[src/hw/rtl/hsgd_pkg.sv]
// Package for the hand swing gesture detector.
// Holds codes, parameter defaults, controller states and the command and status structs.
// No dependencies.
package hsgd_pkg;

  localparam int GATE_STALE_MS_DEF = 500;
  localparam int MIN_DT_MS_DEF     = 4;
  localparam int MAX_DT_MS_DEF     = 100;

  localparam logic [1:0] OP_SAMPLE = 2'd0;
  localparam logic [1:0] OP_GATE   = 2'd1;
  localparam logic [1:0] OP_QUERY  = 2'd2;
  localparam logic [1:0] OP_SPARE  = 2'd3;

  localparam logic [2:0] VERDICT_BELOW     = 3'd0;
  localparam logic [2:0] VERDICT_FIRED     = 3'd1;
  localparam logic [2:0] VERDICT_DISABLED  = 3'd2;
  localparam logic [2:0] VERDICT_GATE      = 3'd3;
  localparam logic [2:0] VERDICT_WHEEL     = 3'd4;
  localparam logic [2:0] VERDICT_NOT_ARMED = 3'd5;
  localparam logic [2:0] VERDICT_COOLDOWN  = 3'd6;
  localparam logic [2:0] VERDICT_DISCARDED = 3'd7;

  localparam logic [2:0] REG_ENABLED       = 3'd0;
  localparam logic [2:0] REG_THRESHOLD     = 3'd1;
  localparam logic [2:0] REG_REARM         = 3'd2;
  localparam logic [2:0] REG_COOLDOWN      = 3'd3;
  localparam logic [2:0] REG_PULSE_WIDTH   = 3'd4;
  localparam logic [2:0] REG_FIRE_DELAY    = 3'd5;
  localparam logic [2:0] REG_HEAD_COMP     = 3'd6;

  localparam int CFG_W      = 14;
  localparam int CNT_W      = 5;
  localparam int AXES       = 3;
  localparam int ROOT_STEPS = 32;
  localparam int DIV_STEPS  = 16;

  typedef enum logic [3:0] {
    ST_IDLE, ST_CHECK, ST_SQUARE, ST_ROOT_INIT, ST_ROOT, ST_SCALE,
    ST_DIV_INIT, ST_DIV, ST_DECIDE, ST_PULSE, ST_DONE
  } state_t;

  typedef struct packed {
    logic             capture;
    logic             check;
    logic             square;
    logic             root_init;
    logic             root_step;
    logic             scale;
    logic             div_init;
    logic             div_step;
    logic             decide;
    logic             pulse;
    logic             finish;
    logic [CNT_W-1:0] idx;
  } cmd_t;

  typedef struct packed {
    logic need_speed;
    logic out_free;
  } status_t;

endpackage

[src/hw/rtl/hsgd_ctrl.sv]
// Controller state machine of the hand swing gesture detector.
// Sequences the datapath through squaring, root, scaling, division, decision and pulse steps.
// Depends on hsgd_pkg.
module hsgd_ctrl (
  input  logic             clk,
  input  logic             rst,
  input  logic             in_valid,
  output logic             in_ready,
  input  hsgd_pkg::status_t status,
  output hsgd_pkg::cmd_t   cmd
);
  import hsgd_pkg::*;

  state_t state, state_next;
  logic [CNT_W-1:0] cnt, cnt_next;

  always_ff @(posedge clk) begin
    if (rst) begin
      state <= ST_IDLE;
      cnt   <= '0;
    end else begin
      state <= state_next;
      cnt   <= cnt_next;
    end
  end

  always_comb begin
    cmd        = '0;
    cmd.idx    = cnt;
    state_next = state;
    cnt_next   = cnt;
    in_ready   = 1'b0;
    unique case (state)
      ST_IDLE: begin
        in_ready = 1'b1;
        if (in_valid) begin
          cmd.capture = 1'b1;
          state_next  = ST_CHECK;
        end
      end
      ST_CHECK: begin
        cmd.check  = 1'b1;
        cnt_next   = '0;
        state_next = status.need_speed ? ST_SQUARE : ST_DONE;
      end
      ST_SQUARE: begin
        cmd.square = 1'b1;
        if (cnt == CNT_W'(AXES - 1)) begin
          cnt_next   = '0;
          state_next = ST_ROOT_INIT;
        end else begin
          cnt_next = cnt + 1'b1;
        end
      end
      ST_ROOT_INIT: begin
        cmd.root_init = 1'b1;
        state_next    = ST_ROOT;
      end
      ST_ROOT: begin
        cmd.root_step = 1'b1;
        if (cnt == CNT_W'(ROOT_STEPS - 1)) begin
          cnt_next   = '0;
          state_next = ST_SCALE;
        end else begin
          cnt_next = cnt + 1'b1;
        end
      end
      ST_SCALE: begin
        cmd.scale  = 1'b1;
        state_next = ST_DIV_INIT;
      end
      ST_DIV_INIT: begin
        cmd.div_init = 1'b1;
        cnt_next     = '0;
        state_next   = ST_DIV;
      end
      ST_DIV: begin
        cmd.div_step = 1'b1;
        if (cnt == CNT_W'(DIV_STEPS - 1)) begin
          cnt_next   = '0;
          state_next = ST_DECIDE;
        end else begin
          cnt_next = cnt + 1'b1;
        end
      end
      ST_DECIDE: begin
        cmd.decide = 1'b1;
        state_next = ST_PULSE;
      end
      ST_PULSE: begin
        cmd.pulse  = 1'b1;
        state_next = ST_DONE;
      end
      ST_DONE: begin
        if (status.out_free) begin
          cmd.finish = 1'b1;
          state_next = ST_IDLE;
        end
      end
      default: state_next = ST_IDLE;
    endcase
  end

endmodule

[config.mk]
export PLATFORM = sky130hd
export DESIGN_NAME = hsgd_ctrl
export DESIGN_NICKNAME = d
export VERILOG_FILES = /design/src/hw/rtl/hsgd_pkg.sv /design/src/hw/rtl/hsgd_ctrl.sv
export SDC_FILE = /design/constraint.sdc
export NUM_CORES = 1
export LEC_CHECK = 0
export BUFFER_PORTS_ARGS = -buffer_cell sky130_fd_sc_hd__buf_2
export CAP_MARGIN = 0
export CORE_MARGIN = 2
export CORE_UTILIZATION = 54
export CTS_CLUSTER_DIAMETER = 40
export DETAILED_ROUTE_END_ITERATION = 8
export HOLD_SLACK_MARGIN = 0.03
export PLACE_DENSITY = 0.82
export SLEW_MARGIN = 40
export SYNTH_ARGS = -nofsm -noshare
export SYNTH_HDL_FRONTEND = slang
export SYNTH_SLANG_ARGS = --single-unit
[constraint.sdc]
create_clock -name clk -period 5.2 [get_ports clk]
set_input_delay 1.04 -clock clk [delete_from_list [all_inputs] [get_ports clk]]
set_output_delay 1.04 -clock clk [all_outputs]
set_load 0.05 [all_outputs]
# After elaboration in Yosys (flattened, before gate mapping)
# Index checks and enable logic that the tools add are counted.
# totals
register_bits,9
in_bits,5
output_inout_bits,17
word_cells,50
# op_classes
addsub,1
eq_ne,18
muxes,25
n_reduce_logical,4
# op_table
operator,count
4-bit one-hot mux with 11 select lines,1
4-bit 2-to-1 mux,6
5-bit one-hot mux with 4 select lines,1
4-bit by 3-bit == test with 1-bit output (second input constant),4
5-bit 2-to-1 mux,3
1-bit 2-to-1 mux,14
4-bit == test (second input constant),3
2-bit != test (second input constant),5
4-bit by 2-bit == test with 1-bit output (second input constant),2
5-bit by 1-bit adder with 5-bit output (second input constant),1
5-bit by 2-bit == test with 1-bit output (second input constant),1
5-bit by 4-bit == test with 1-bit output (second input constant),1
5-bit == test (second input constant),1
5-bit AND reduction,1
4-bit by 1-bit == test with 1-bit output (second input constant),1
4-bit logical NOT,1
4-bit nonzero test,1
2-bit OR reduction,1

# Logic depth before layout (Yosys ltp)
# logic_depth
depth_word,3
depth_mapped,8
depth_no_buf,8

# Worst setup path before layout
# No wires, ideal clock.
# synth_path
kind,reg2out
start,reg state[2]
end,out cmd[15] (netlist bit)
t_arrival_ns,2.819
required_time_ns,4.160
slack_ns,1.341
stages_incl_launch_ff,5
n_path_buf,2
path_cell_list,dfxtp_1 -> clkbuf_8 -> clkbuf_1 -> nor4_1 -> and2_1
# synth_lines
element,line_no,text
from (decl),hsgd_ctrl.sv:14,"state_t state, state_next;"
from (signal assigned),hsgd_ctrl.sv:22,state <= state_next;
to (decl),hsgd_ctrl.sv:10,output hsgd_pkg::cmd_t cmd

==> key figures <==
STA
  • Actual slew at the worst max-slew pin: 0.681 ns
  • Setup violations, final: 0
  • Fmax: 0.353 GHz
  • Fin Clk Skew: 0.00404 ns
  • Hold Vio Cnt, Final: 0
  • Slew headroom: 54.5%
  • RSZ-0062 raised after global routing: no
  • Min Tclk post-route: 2.84 ns
  • Worst hold slack: 0.535 ns
  • Fin crit share: 54.5%
  • Setup TNS: 0 ns
  • Final slew viol count: 0

Power
  • Pwr dens: 595 nW/um2
  • Maximum VDD drop: 441 uV
  • Psw: 0.000299 W
  • Leak: 0.410 nW
  • Seq pwr share: 27.9%
  • Switching power share of the total: 57.4%
  • Clock Power Share: 11.1%
  • Combinational cell fraction of total power: 61.0%
  • Int Power: 0.000222 W

Logic synthesis
  • Yosys cell types: 34
  • Synth top area cells: dfxtp_1, ha_1, nor3_1
  • Mapped Nets: 112
  • Seq cells post-synth: 9
  • Yosys warning count: 0
  • Yosys top cell area share: 22.2%
  • Ys flop type: dfxtp_1
  • Seq/Total Area, Yosys: 22.2%
  • Post-synth top area cell: dfxtp_1
  • Mapped Avg Cell Area: 7.95 um2
  • Area of the mapped netlist: 811 um2
  • Syn Inst Count: 102
  • Number of synthesized flops with an enable pin: 0
  • Top-count cell post-synth: nor3_1
  • Synth top cells by count: nor3_1, dfxtp_1, nor2_1
  • Async S/R FF share, synth: 0%

Critical path
  • CP Launch Type: flop
  • Critical path's slowest cell: dfxtp_1
  • Crit path buffers/inverters: 1
  • Worst path required time: 4.16 ns
  • Crit-path max FO: 19
  • Delay-heaviest family, CP: flip-flops
  • Slowest Stage Delay on Critical Path: 0.76 ns
  • Crit path capture type: output pin
  • Worst Path Arrival: 1.80 ns
  • CP Cell Sequence: nand2b_1, nor3_1, buf_2
  • Crit Path Class: flop to output pin

Clocking
  • CTS resizes: 0
  • CTS tree: done
  • Post-CTS Hold Fix Bufs: 0
  • Root Driver: clkbuf_4
  • Clk Latency, worst-skew pair: 0.27 ns
  • Clock-pin slew on the worst setup and hold paths: 0.07 ns
  • Post-CTS setup buffers: 0
  • Clock sink count: 9
  • Max Root-Sink Buffers: 2
  • H-tree depth: 1
  • Total CTS buffers: 3

Finish
  • Area occupied by multi-input gates: 514 um2
  • Fillers: 128
  • Layout cells sized above 1: 24.6%
  • Final layout net count: 129
  • Area growth from synthesis to layout: 7.87%
  • Antenna Cells: 0
  • Sequential cell area: 180 um2
  • Final core utilization: 64.8%

Placement
  • Port bufs: 21
  • GP Congestion: 0.745
  • Dpl hpwl: 1.15 mm

Job
  • Total of max-cap violations: 0

Drt
  • Number of remaining DRC errors: 0
  • Vias/cell: 5.92
  • Total number of vias: 787
  • 1st-pass router iterations: 4
  • Initial detailed-routing violation count: 23
  • Post-DR wirelength/cell: 12.7 um
  • Number of nets with antenna violations after routing: 0
  • Detailed Route WL: 1.69 mm

Floorplanning
  • Die height: 42.8 um
  • FP Rows: 13
  • Core ar.: 1350 um2
  • DIE AREA: 1830 um2
  • IO Count: 22
  • Starting Density: 60.1%
  • Die width: 42.8 um

Status
  • Status: finished clean

Global routing
  • GRT Total Usage: 20.7%
  • Pin count of the biggest net entering global routing: 20
  • Initial antenna violation count: 0
  • Grt ovf: 0
  • First-pass GRT wire length: 2.92 mm
  • Number of global-route vias before repair: 649

Worst hold path
  • Worst hold path class: flop to flop
## cells by family after synthesis
logic type / synth area share, %
multiplexers: 2.47
adder cells (fa/ha/maj): 7.72
XOR/XNOR: 3.24
AND/OR/NAND/NOR: 34.6
AO/OA/AOI/OAI: 15.4
buffers and inverters: 14.4
flip-flops: 22.2
## worst register-to-register path: stages (launching register included)
cell	delay, ns
dfxtp_1	0.34
inv_1	0.09
ha_1	0.15
or4b_4	0.46
nor4b_4	0.16
or4_1	0.52
a32o_1	0.26
## registers in the layout, summed over array words and instances, names as in the netlist
register / flops
state: 4
cnt: 5
## final cells by class
class / instances / share of cell area [%]
Multi-Input combinational cell: 76 / 58.8
Sequential cell: 9 / 20.6
Timing Repair Buffer: 21 / 12.0
Inverter: 8 / 3.43
Clock buffer: 4 / 3.00
Tap cell: 15 / 2.15
## cells in the final DEF (no fill, tap or decap), types with 2 or more instances in the layout
cell type,instances
and2_1,2
nand3_1,3
a221oi_1,2
a211oi_1,4
xor2_1,2
or3_2,2
clkbuf_4,3
or3_1,3
nand2b_1,4
nor3_1,10
ha_1,5
nand3b_1,3
inv_1,8
nand2_1,4
a21oi_1,5
mux2i_1,2
dfxtp_1,9
buf_2,21
o21ai_0,4
nor2_1,9
## power by group through the flow
stage	logic [W]	clock network (W)	registers [W]
global placement	0.000310	0	0.000143
finish	0.000318	0.0000576	0.000145
global route	0.000347	0.0000630	0.000151
detailed placement	0.000318	0	0.000143
CTS	0.000319	0.0000587	0.000143
floorplan	0.000313	0	0.000121
## per-layer routing
layer / wire length (um) / GRT usage (%) / up-vias / share of wire (%)
met1: 806 / 27.4 / 355 / 48
met2: 735 / 32.1 / 34 / 43
met3: 135 / 5.11 / 2 / 8.0
met5: 0 / 0 / - / 0
met4: 14 / 7.50 / 0 / 0.83
li1: - / - / 396 / -
## per-stage QoR
stage	instance area, um2	total power (W)	setup WS (ns)	std cells
after floorplan	811	0.000435	1.34	102
after global placement	848	0.000453	2.57	129
after detailed placement	848	0.000461	2.55	129
after CTS	875	0.000521	2.39	133
after global routing	875	0.000561	2.13	133
final	875	0.000521	2.36	133
## path summary, 6_finish.rpt
check / cells after the start / start / slack [ns] / to
worst min register to register: 2 / cnt[1] / 0.54 / cnt[1]
worst min-delay path: 2 / cnt[1] / 0.54 / cnt[1]
worst max register to register: 6 / cnt[0] / 3.12 / state[3]
worst max-delay path: 3 / state[2] / 2.36 / cmd[11]
(Power assumes the default switching activity.)
